[src/hdl/tpvs_pkg.sv]
`default_nettype none

package tpvs_pkg;

  localparam int CordicSteps = 16;
  localparam int IterW       = $clog2(CordicSteps);

  localparam int PosW  = 24;
  localparam int HeadW = 16;
  localparam int VecW  = 34;
  localparam int AngW  = 25;
  localparam int LutW  = 5;

  localparam int FullTurn    = 46080;
  localparam int HalfTurn    = 23040;
  localparam int QuarterTurn = 11520;

  localparam int TurnSteps = 8;
  localparam int TurnBias  = FullTurn * (2 ** TurnSteps);

  localparam int LoW      = 17;
  localparam int MulW     = LoW + 1;
  localparam int GainW    = 31;
  localparam int ProdW    = MulW + GainW;
  localparam int AccW     = 64;
  localparam int ShiftOut = 38;

  localparam logic signed [GainW-1:0] GainQ30 = 31'sd652032874;
  localparam logic signed [AccW-1:0]  RoundC  = 64'sd1 <<< (ShiftOut - 1);

  typedef enum logic [1:0] {
    OP_MOVE = 2'd0,
    OP_TURN = 2'd1,
    OP_PEN  = 2'd2,
    OP_POSE = 2'd3
  } op_e;

  typedef enum logic [7:0] {
    S_IDLE = 8'b0000_0001,
    S_ROT  = 8'b0000_0010,
    S_MXL  = 8'b0000_0100,
    S_MXH  = 8'b0000_1000,
    S_MYL  = 8'b0001_0000,
    S_MYH  = 8'b0010_0000,
    S_DONE = 8'b0100_0000,
    S_TURN = 8'b1000_0000
  } state_e;

  // atan(2^-i) in 2^-16 degree
  function automatic logic signed [AngW-1:0] atan_lut(input logic [LutW-1:0] idx);
    logic signed [AngW-1:0] r;
    unique case (idx)
      5'd0:    r = 25'sd2949120;
      5'd1:    r = 25'sd1740967;
      5'd2:    r = 25'sd919879;
      5'd3:    r = 25'sd466945;
      5'd4:    r = 25'sd234379;
      5'd5:    r = 25'sd117305;
      5'd6:    r = 25'sd58666;
      5'd7:    r = 25'sd29335;
      5'd8:    r = 25'sd14668;
      5'd9:    r = 25'sd7334;
      5'd10:   r = 25'sd3667;
      5'd11:   r = 25'sd1833;
      5'd12:   r = 25'sd917;
      5'd13:   r = 25'sd458;
      5'd14:   r = 25'sd229;
      5'd15:   r = 25'sd115;
      5'd16:   r = 25'sd57;
      5'd17:   r = 25'sd29;
      5'd18:   r = 25'sd14;
      5'd19:   r = 25'sd7;
      5'd20:   r = 25'sd4;
      5'd21:   r = 25'sd2;
      5'd22:   r = 25'sd1;
      default: r = 25'sd0;
    endcase
    return r;
  endfunction

endpackage

`default_nettype wire

[src/hdl/tpvs_cmd_if.sv]
`default_nettype none

interface tpvs_cmd_if;
  import tpvs_pkg::*;

  logic                   valid;
  logic                   ready;
  logic [1:0]             operation;
  logic signed [PosW-1:0] amount;
  logic                   pen_value;
  logic signed [PosW-1:0] pose_x;
  logic signed [PosW-1:0] pose_y;
  logic [HeadW-1:0]       pose_heading;

  modport source (
    output valid, operation, amount, pen_value, pose_x, pose_y, pose_heading,
    input  ready
  );

  modport sink (
    input  valid, operation, amount, pen_value, pose_x, pose_y, pose_heading,
    output ready
  );

endinterface

`default_nettype wire

[src/hdl/tpvs_seg_if.sv]
`default_nettype none

interface tpvs_seg_if;
  import tpvs_pkg::*;

  logic                   valid;
  logic                   ready;
  logic signed [PosW-1:0] start_x;
  logic signed [PosW-1:0] start_y;
  logic signed [PosW-1:0] end_x;
  logic signed [PosW-1:0] end_y;

  modport source (
    output valid, start_x, start_y, end_x, end_y,
    input  ready
  );

  modport sink (
    input  valid, start_x, start_y, end_x, end_y,
    output ready
  );

endinterface

`default_nettype wire

[src/hdl/turtle_pose_vector_stepper_unit.sv]
// move: the single shared cordic rotator and the 18x31 gain multiplier (4 passes) lead from accept
//   to the segment register; a move holds in S_DONE while the pen is down and an earlier segment waits
// turn: 8 passes of one compare-subtract reduce the heading modulo 360 degrees
// set pen and set pose stay in idle; a new command is taken while a segment waits
// async active-low reset: position 0, heading 0, pen down, no segment pending
`default_nettype none

module turtle_pose_vector_stepper_unit (
  input  wire logic   clk_i,
  input  wire logic   rst_ni,
  tpvs_cmd_if.sink    cmd_i,
  tpvs_seg_if.source  seg_o
);
  import tpvs_pkg::*;

  state_e state_q, state_d;

  logic signed [VecW-1:0] x_q, x_d, y_q, y_d;
  logic signed [AngW-1:0] z_q, z_d;
  logic [IterW-1:0]       iter_q, iter_d;
  logic signed [AccW-1:0] acc_q, acc_d;
  logic [PosW-1:0]        dx_q, dx_d;
  logic [PosW-1:0]        turn_q, turn_d;

  logic [PosW-1:0]  pos_x_q, pos_x_d, pos_y_q, pos_y_d;
  logic [HeadW-1:0] heading_q, heading_d;
  logic             pen_q, pen_d;

  logic            seg_valid_q, seg_valid_d;
  logic [PosW-1:0] sx_q, sx_d, sy_q, sy_d, ex_q, ex_d, ey_q, ey_d;

  logic                   cmd_fire;
  logic signed [VecW-1:0] dist_w, sh_x, sh_y;
  logic [HeadW-1:0]       h_fold;
  logic signed [AngW-1:0] turn_sum;
  logic signed [MulW-1:0] mul_a;
  logic signed [ProdW-1:0] prod;
  logic [PosW-1:0]        turn_w, dy_w, nx_w, ny_w;

  assign cmd_i.ready = (state_q == S_IDLE);
  assign cmd_fire    = cmd_i.valid && cmd_i.ready;

  assign seg_o.valid   = seg_valid_q;
  assign seg_o.start_x = sx_q;
  assign seg_o.start_y = sy_q;
  assign seg_o.end_x   = ex_q;
  assign seg_o.end_y   = ey_q;

  // shared datapath pieces
  assign dist_w   = VecW'(cmd_i.amount) <<< 8;
  assign h_fold   = (heading_q >= HeadW'(HalfTurn)) ? heading_q - HeadW'(HalfTurn) : heading_q;
  assign turn_sum = AngW'($signed({1'b0, heading_q})) + AngW'(cmd_i.amount);
  assign sh_x     = x_q >>> iter_q;
  assign sh_y     = y_q >>> iter_q;
  assign turn_w   = PosW'(FullTurn) << iter_q;
  assign prod     = mul_a * GainQ30;
  assign dy_w     = acc_q[ShiftOut+PosW-1:ShiftOut];
  assign nx_w     = pos_x_q + dx_q;
  assign ny_w     = pos_y_q + dy_w;

  always_comb begin
    unique case (state_q)
      S_MXL:   mul_a = $signed({1'b0, x_q[LoW-1:0]});
      S_MXH:   mul_a = MulW'($signed(x_q[VecW-1:LoW]));
      S_MYL:   mul_a = $signed({1'b0, y_q[LoW-1:0]});
      S_MYH:   mul_a = MulW'($signed(y_q[VecW-1:LoW]));
      default: mul_a = '0;
    endcase
  end

  always_comb begin
    state_d     = state_q;
    x_d         = x_q;
    y_d         = y_q;
    z_d         = z_q;
    iter_d      = iter_q;
    acc_d       = acc_q;
    dx_d        = dx_q;
    turn_d      = turn_q;
    pos_x_d     = pos_x_q;
    pos_y_d     = pos_y_q;
    heading_d   = heading_q;
    pen_d       = pen_q;
    seg_valid_d = seg_valid_q && !seg_o.ready;
    sx_d        = sx_q;
    sy_d        = sy_q;
    ex_d        = ex_q;
    ey_d        = ey_q;

    unique case (state_q)
      S_IDLE: begin
        if (cmd_fire) begin
          unique case (op_e'(cmd_i.operation))
            OP_MOVE: begin
              // from 180 degrees up the start vector is negated
              x_d     = '0;
              y_d     = (heading_q >= HeadW'(HalfTurn)) ? -dist_w : dist_w;
              z_d     = (AngW'($signed({1'b0, h_fold})) - AngW'(QuarterTurn)) <<< 9;
              iter_d  = '0;
              state_d = S_ROT;
            end
            OP_TURN: begin
              turn_d  = turn_sum[AngW-1] ? PosW'(turn_sum + AngW'(TurnBias))
                                          : PosW'(turn_sum);
              iter_d  = IterW'(TurnSteps - 1);
              state_d = S_TURN;
            end
            OP_PEN: begin
              pen_d = cmd_i.pen_value;
            end
            OP_POSE: begin
              pos_x_d   = cmd_i.pose_x;
              pos_y_d   = cmd_i.pose_y;
              heading_d = (cmd_i.pose_heading >= HeadW'(FullTurn))
                        ? cmd_i.pose_heading - HeadW'(FullTurn) : cmd_i.pose_heading;
            end
            default: ;
          endcase
        end
      end
      S_ROT: begin
        if (!z_q[AngW-1]) begin
          x_d = x_q - sh_y;
          y_d = y_q + sh_x;
          z_d = z_q - atan_lut(LutW'(iter_q));
        end else begin
          x_d = x_q + sh_y;
          y_d = y_q - sh_x;
          z_d = z_q + atan_lut(LutW'(iter_q));
        end
        iter_d = iter_q + 1'b1;
        if (iter_q == IterW'(CordicSteps - 1)) begin
          state_d = S_MXL;
        end
      end
      S_MXL: begin
        acc_d   = AccW'(prod) + RoundC;
        state_d = S_MXH;
      end
      S_MXH: begin
        acc_d   = acc_q + (AccW'(prod) <<< LoW);
        dx_d    = acc_d[ShiftOut+PosW-1:ShiftOut];
        state_d = S_MYL;
      end
      S_MYL: begin
        acc_d   = AccW'(prod) + RoundC;
        state_d = S_MYH;
      end
      S_MYH: begin
        acc_d   = acc_q + (AccW'(prod) <<< LoW);
        state_d = S_DONE;
      end
      S_DONE: begin
        // hold while the pen is down and the previous segment beat is still pending
        if (!(pen_q && seg_valid_q && !seg_o.ready)) begin
          pos_x_d = nx_w;
          pos_y_d = ny_w;
          if (pen_q) begin
            seg_valid_d = 1'b1;
            sx_d        = pos_x_q;
            sy_d        = pos_y_q;
            ex_d        = nx_w;
            ey_d        = ny_w;
          end
          state_d = S_IDLE;
        end
      end
      S_TURN: begin
        if (turn_q >= turn_w) begin
          turn_d = turn_q - turn_w;
        end
        iter_d = iter_q - 1'b1;
        if (iter_q == '0) begin
          heading_d = turn_d[HeadW-1:0];
          state_d   = S_IDLE;
        end
      end
      default: state_d = S_IDLE;
    endcase
  end

  always_ff @(posedge clk_i or negedge rst_ni) begin
    if (!rst_ni) begin
      state_q     <= S_IDLE;
      pos_x_q     <= '0;
      pos_y_q     <= '0;
      heading_q   <= '0;
      pen_q       <= 1'b1;
      seg_valid_q <= 1'b0;
    end else begin
      state_q     <= state_d;
      pos_x_q     <= pos_x_d;
      pos_y_q     <= pos_y_d;
      heading_q   <= heading_d;
      pen_q       <= pen_d;
      seg_valid_q <= seg_valid_d;
    end
  end

  always_ff @(posedge clk_i) begin
    x_q    <= x_d;
    y_q    <= y_d;
    z_q    <= z_d;
    iter_q <= iter_d;
    acc_q  <= acc_d;
    dx_q   <= dx_d;
    turn_q <= turn_d;
    sx_q   <= sx_d;
    sy_q   <= sy_d;
    ex_q   <= ex_d;
    ey_q   <= ey_d;
  end

  a_heading_range: assert property (@(posedge clk_i) disable iff (!rst_ni)
    heading_q < HeadW'(FullTurn))
    else $error("heading left the range below 360 degrees");

  a_seg_source: assert property (@(posedge clk_i) disable iff (!rst_ni)
    $rose(seg_valid_q) |-> ($past(state_q) == S_DONE) && $past(pen_q))
    else $error("segment beat raised outside a pen-down move");

  a_turn_count: assert property (@(posedge clk_i) disable iff (!rst_ni)
    (state_q == S_TURN) |-> (iter_q < IterW'(TurnSteps)))
    else $error("turn reduction counter out of range");

endmodule

`default_nettype wire

[src/flat_wrapper.sv]
// flat-port wrapper written by rule: the top's interface ports become plain ports
module turtle_pose_vector_stepper_unit_flat import tpvs_pkg::*;
  (clk_i, rst_ni, cmd_i_valid, cmd_i_operation, cmd_i_amount, cmd_i_pen_value, cmd_i_pose_x, cmd_i_pose_y, cmd_i_pose_heading, cmd_i_ready, seg_o_valid, seg_o_start_x, seg_o_start_y, seg_o_end_x, seg_o_end_y, seg_o_ready);
  tpvs_cmd_if cmd_i_i ();
  tpvs_seg_if seg_o_i ();
  input  wire logic clk_i;
  input  wire logic rst_ni;
  input wire logic [$bits(cmd_i_i.valid)-1:0] cmd_i_valid;
  input wire logic [$bits(cmd_i_i.operation)-1:0] cmd_i_operation;
  input wire logic [$bits(cmd_i_i.amount)-1:0] cmd_i_amount;
  input wire logic [$bits(cmd_i_i.pen_value)-1:0] cmd_i_pen_value;
  input wire logic [$bits(cmd_i_i.pose_x)-1:0] cmd_i_pose_x;
  input wire logic [$bits(cmd_i_i.pose_y)-1:0] cmd_i_pose_y;
  input wire logic [$bits(cmd_i_i.pose_heading)-1:0] cmd_i_pose_heading;
  output wire logic [$bits(cmd_i_i.ready)-1:0] cmd_i_ready;
  output wire logic [$bits(seg_o_i.valid)-1:0] seg_o_valid;
  output wire logic [$bits(seg_o_i.start_x)-1:0] seg_o_start_x;
  output wire logic [$bits(seg_o_i.start_y)-1:0] seg_o_start_y;
  output wire logic [$bits(seg_o_i.end_x)-1:0] seg_o_end_x;
  output wire logic [$bits(seg_o_i.end_y)-1:0] seg_o_end_y;
  input wire logic [$bits(seg_o_i.ready)-1:0] seg_o_ready;
  assign cmd_i_i.valid = cmd_i_valid;
  assign cmd_i_i.operation = cmd_i_operation;
  assign cmd_i_i.amount = cmd_i_amount;
  assign cmd_i_i.pen_value = cmd_i_pen_value;
  assign cmd_i_i.pose_x = cmd_i_pose_x;
  assign cmd_i_i.pose_y = cmd_i_pose_y;
  assign cmd_i_i.pose_heading = cmd_i_pose_heading;
  assign cmd_i_ready = cmd_i_i.ready;
  assign seg_o_valid = seg_o_i.valid;
  assign seg_o_start_x = seg_o_i.start_x;
  assign seg_o_start_y = seg_o_i.start_y;
  assign seg_o_end_x = seg_o_i.end_x;
  assign seg_o_end_y = seg_o_i.end_y;
  assign seg_o_i.ready = seg_o_ready;
  turtle_pose_vector_stepper_unit u_core (.clk_i(clk_i), .rst_ni(rst_ni), .cmd_i(cmd_i_i), .seg_o(seg_o_i));
endmodule
[config.mk]
export PLATFORM = sky130hd
export DESIGN_NAME = turtle_pose_vector_stepper_unit_flat
export DESIGN_NICKNAME = d
export VERILOG_FILES = /design/src/hdl/tpvs_pkg.sv /design/src/hdl/tpvs_cmd_if.sv /design/src/hdl/tpvs_seg_if.sv /design/src/hdl/turtle_pose_vector_stepper_unit.sv /design/src/flat_wrapper.sv
export SDC_FILE = /design/constraint.sdc
export NUM_CORES = 2
export LEC_CHECK = 0
export BUFFER_PORTS_ARGS = -buffer_cell sky130_fd_sc_hd__buf_2
export CAP_MARGIN = 40
export CORE_ASPECT_RATIO = 0.75
export CORE_MARGIN = 3
export CORE_UTILIZATION = 58
export CTS_CLUSTER_DIAMETER = 40
export CTS_CLUSTER_SIZE = 14
export DETAILED_ROUTE_END_ITERATION = 12
export GPL_ROUTABILITY_DRIVEN = 0
export PLACE_DENSITY = 0.79
export SLEW_MARGIN = 20
export SYNTH_ARGS = -nofsm -noshare
export SYNTH_HDL_FRONTEND = slang
export SYNTH_SLANG_ARGS = --single-unit
[constraint.sdc]
create_clock -name clk_i -period 10.4 [get_ports clk_i]
set_clock_uncertainty 0.15 [all_clocks]
set_input_delay 0.52 -clock clk_i [delete_from_list [all_inputs] [get_ports clk_i]]
set_output_delay 0.52 -clock clk_i [all_outputs]
set_load 0.02 [all_outputs]
==> impl_metrics.py <==
metrics = {
    "yosys": {
        "syn_avg_cell_area_um2": 9.13,
        "ys_types": 98,
        "yosys_most_used_dff": "edfxtp_1",
        "synth_nets": 5285,
        "syn_inst": 4551,
        "synthesis.area_um2": 41600,
        "seq_area_frac_synth_pct": 26.1,
        "synth_edf_count": 285,
        "async_reset_ff_share_pct": 19.4,
        "ys_warn_count": 0,
        "ys_seq_elements": 381,
    },
    "clocking": {
        "cts_made_buffers": 52,
        "cts_tree": "done",
        "clk_latency_ns": 0.65,
        "cts-root-buf": "clkbuf_16",
        "clk_pin_slew_ns": 0.07,
        "cts_buffer_depth": 3,
        "cts-htree-levels": 2,
        "clock-sinks": 381,
    },
    "worst_setup_path": {
        "crit_buf_inv": 6,
        "crit_start": "u_core.state_q[6]$_DFFE_PN0P_",
        "cp_slowest_stage_delay_ns": 0.63,
        "reg2reg_slack_ns": 0.35,
        "end_kind": "register",
        "worstSetupPathType": "register to register",
        "crit_slowest_cell": "fa_1",
        "regToRegStartpoint": "u_core.state_q[6]$_DFFE_PN0P_",
        "critPathMostFrequentCell": "fa_1",
        "cp-endpoint": "u_core.acc_q[61]$_DFFE_PP_",
        "worstSetupPathDepth": 36,
        "reg2reg_to": "u_core.acc_q[61]$_DFFE_PP_",
        "crit_family": "adder cells",
        "start_kind": "register",
        "r2r_cells": 36,
        "arrival_ns": 10.28,
        "worstPathMaxFanout": 9,
        "crit_required_ns": 10.64,
    },
    "floorplanning": {
        "dieHeight_um": 238,
        "initial_core_util_pct": 58.9,
        "die-width_um": 315,
        "rows": 84,
        "design.core.area_um2": 70500,
        "io_pins": 193,
        "die-area_um2": 74900,
    },
    "run_status": {
        "status": "completed",
    },
    "power": {
        "clockPowerShare_pct": 18.9,
        "power_frac_seq_pct": 24.1,
        "powerDensity_nw_per_um2": 220,
        "netSwitchingFraction_pct": 44.1,
        "power_uw": 10100,
        "netSwitchingPower_uw": 4460,
        "combPwrFrac_pct": 57.0,
        "intPower_uw": 5650,
        "leakage_uw": 0.0210,
        "ir_drop_v": 0.000214,
    },
    "final_layout": {
        "final_cell_mix": "inv_1, ha_1, nor2_1",
        "multi_input_area_um2": 28500,
        "finish.net_count": 5467,
        "seq_area_um2": 10900,
        "area_growth_pct": 10.6,
        "drive_gt1_share_pct": 11.3,
        "layout.cells.most_common": "inv_1",
        "final.fill_count": 5582,
    },
    "grt": {
        "grt_max_degree": 88,
        "grt_pass1_vias": 34088,
        "grt_pass1_wl_um": 186000,
        "grtUsageTotal_pct": 31.0,
        "antenna_found_initial": 3,
        "gr-total-overflow": 0,
    },
    "drt": {
        "drt_iter0_markers": 4248,
        "firstDrtPassIters": 7,
        "drc": 0,
        "wl_um": 120000,
        "vias": 36232,
        "final_antenna_net_count": 0,
        "vias_per_cell": 6.33,
        "post_drt_wl_per_cell_um": 20.9,
    },
    "timing": {
        "hold_violations": 0,
        "worst_pin_slew_ns": 0.885,
        "setup_violations": 0,
        "slew_headroom_pct": 41.0,
        "min_period_over_period_pct": 96.6,
        "drv_slew": 0,
        "max_freq_mhz": 99.5,
        "fin_crit_ns": 10.05,
        "whs_ns": 0.0332,
    },
    "run": {
        "drv_cap": 0,
    },
    "place": {
        "io_buffer_count": 192,
        "dp_hpwl_um": 92300,
    },
    "worst_hold_path": {
        "hp-class": "input pin to register",
    },
}
==> layout make-up <==
cell class                      instances  share of cell area (%)
Sequential cell                       381                    23.6
Clock buffer                           65                    3.00
Multi-Input combinational cell       3563                    62.0
Inverter                              444                    3.63
Timing Repair Buffer                  291                    4.10
Antenna cell                            2                  0.0109
Clock inverter                         33                    1.03
Tap cell                              946                    2.58
==> cell families after synthesis <==
family,Yosys count,share of synthesized area (%)
flops,381,26.1
mux,161,5.71
compound gates,1173,18.0
xor+xnor,331,7.01
fa+ha+maj,639,23.1
buf+inv,607,5.74
simple gates,1259,14.3
==> worst min-delay path, delay by kind of cell <==
family / cells / cell delay (ns)
AO/OA/AOI/OAI: 1 / 0.08
buffers and inverters: 1 / 0.10
AND/OR/NAND/NOR: 1 / 0.07
==> worst min path at each step <==
stage / start / end / slack (ns) / cells after the start
after floorplan: rst_ni / u_core.heading_q[0]$_DFFE_PN0P_ / 0.07 / 0
after global placement: rst_ni / u_core.state_q[4]$_DFFE_PN0P_ / 0.32 / 1
after detailed placement: rst_ni / u_core.state_q[5]$_DFFE_PN0P_ / 0.32 / 1
after CTS: cmd_i_pose_x[0] / u_core.pos_x_q[0]$_DFFE_PN0P_ / 0.001 / 3
after global routing: cmd_i_pose_x[0] / u_core.pos_x_q[0]$_DFFE_PN0P_ / 0.02 / 3
final: cmd_i_pose_y[15] / u_core.pos_y_q[15]$_DFFE_PN0P_ / 0.03 / 3
==> stage by stage <==
stage | cell area (um2) | setup TNS [ns] | worst slack, ns | utilization [%] | instances
6_report | 46000 | 0 | 0.354 | 65.2 | 5725
5_1_grt | 46000 | -0.000822 | -0.000822 | 65.2 | 5724
4_1_cts | 45700 | 0 | 0.0504 | 64.8 | 5713
3_5_place_dp | 43600 | -0.0428 | -0.0286 | 61.8 | 5591
3_3_place_gp | 43500 | 0 | 0.118 | 61.6 | 5583
2_1_floorplan | 41600 | 0 | 0.689 | - | 4551
==> cell usage after synthesis, drive strengths merged, types with 50 or more instances <==
library cell | number | area share [%]
nand2b | 52 | 0.78
dfrtp | 72 | 4.3
fa | 212 | 10
inv | 443 | 4.0
o21ai | 223 | 2.7
ha | 427 | 13
xor2 | 155 | 3.3
and2 | 50 | 0.75
mux4 | 56 | 3.0
nand2 | 382 | 3.5
nand3 | 76 | 0.92
xnor2 | 175 | 3.7
edfxtp | 285 | 21
o21a | 50 | 0.90
a21oi | 356 | 4.3
a21o | 129 | 2.3
clkbuf | 115 | 1.0
nor2 | 390 | 3.5
nor3 | 81 | 1.0
mux2i | 75 | 1.9
a31oi | 88 | 1.3
==> repair_timing <==
item                                   4_1_cts  5_1_grt
pin swaps                                    0        2
setup buffers                                0        4
endpoints found under the hold margin       42        0
gates resized for setup                      3       40
hold buffers                                24        0
setup endpoints to repair                    3       27
==> flip-flops by register name, summed over array words and instances, names as in the netlist, named ones only <==
| register | cells |
|---|---|
| u_core.y_q | 34 |
| u_core.z_q | 25 |
| u_core.seg_o.start_y | 24 |
| u_core.x_q | 34 |
| u_core.seg_o.start_x | 24 |
| u_core.acc_q | 44 |
| u_core.seg_o.valid | 1 |
| u_core.seg_o.end_x | 24 |
| u_core.pos_y_q | 24 |
| u_core.pos_x_q | 24 |
| u_core.pen_q | 1 |
| u_core.seg_o.end_y | 24 |
| u_core.heading_q | 16 |
| u_core.dx_q | 24 |
| u_core.turn_q | 24 |
| u_core.iter_q | 4 |
| u_core.state_q | 8 |
==> layer usage <==
layer	track usage, %	vias up	share of wire, %
li1	-	16675	-
met1	43.3	17202	42
met2	46.7	2045	43
met3	8.69	308	12
met4	9.63	2	3.4
met5	0	-	0.026
==> power by group through the flow <==
stage	clock network [uW]	registers, uW	logic (uW)
final	1910	2440	5760
after global routing	1990	2450	6350
after CTS	1930	2410	5630
after detailed placement	0	2430	5550
after global placement	0	2420	5410
after floorplan	0	2280	4550
Power figures use the tool's default switching activity.
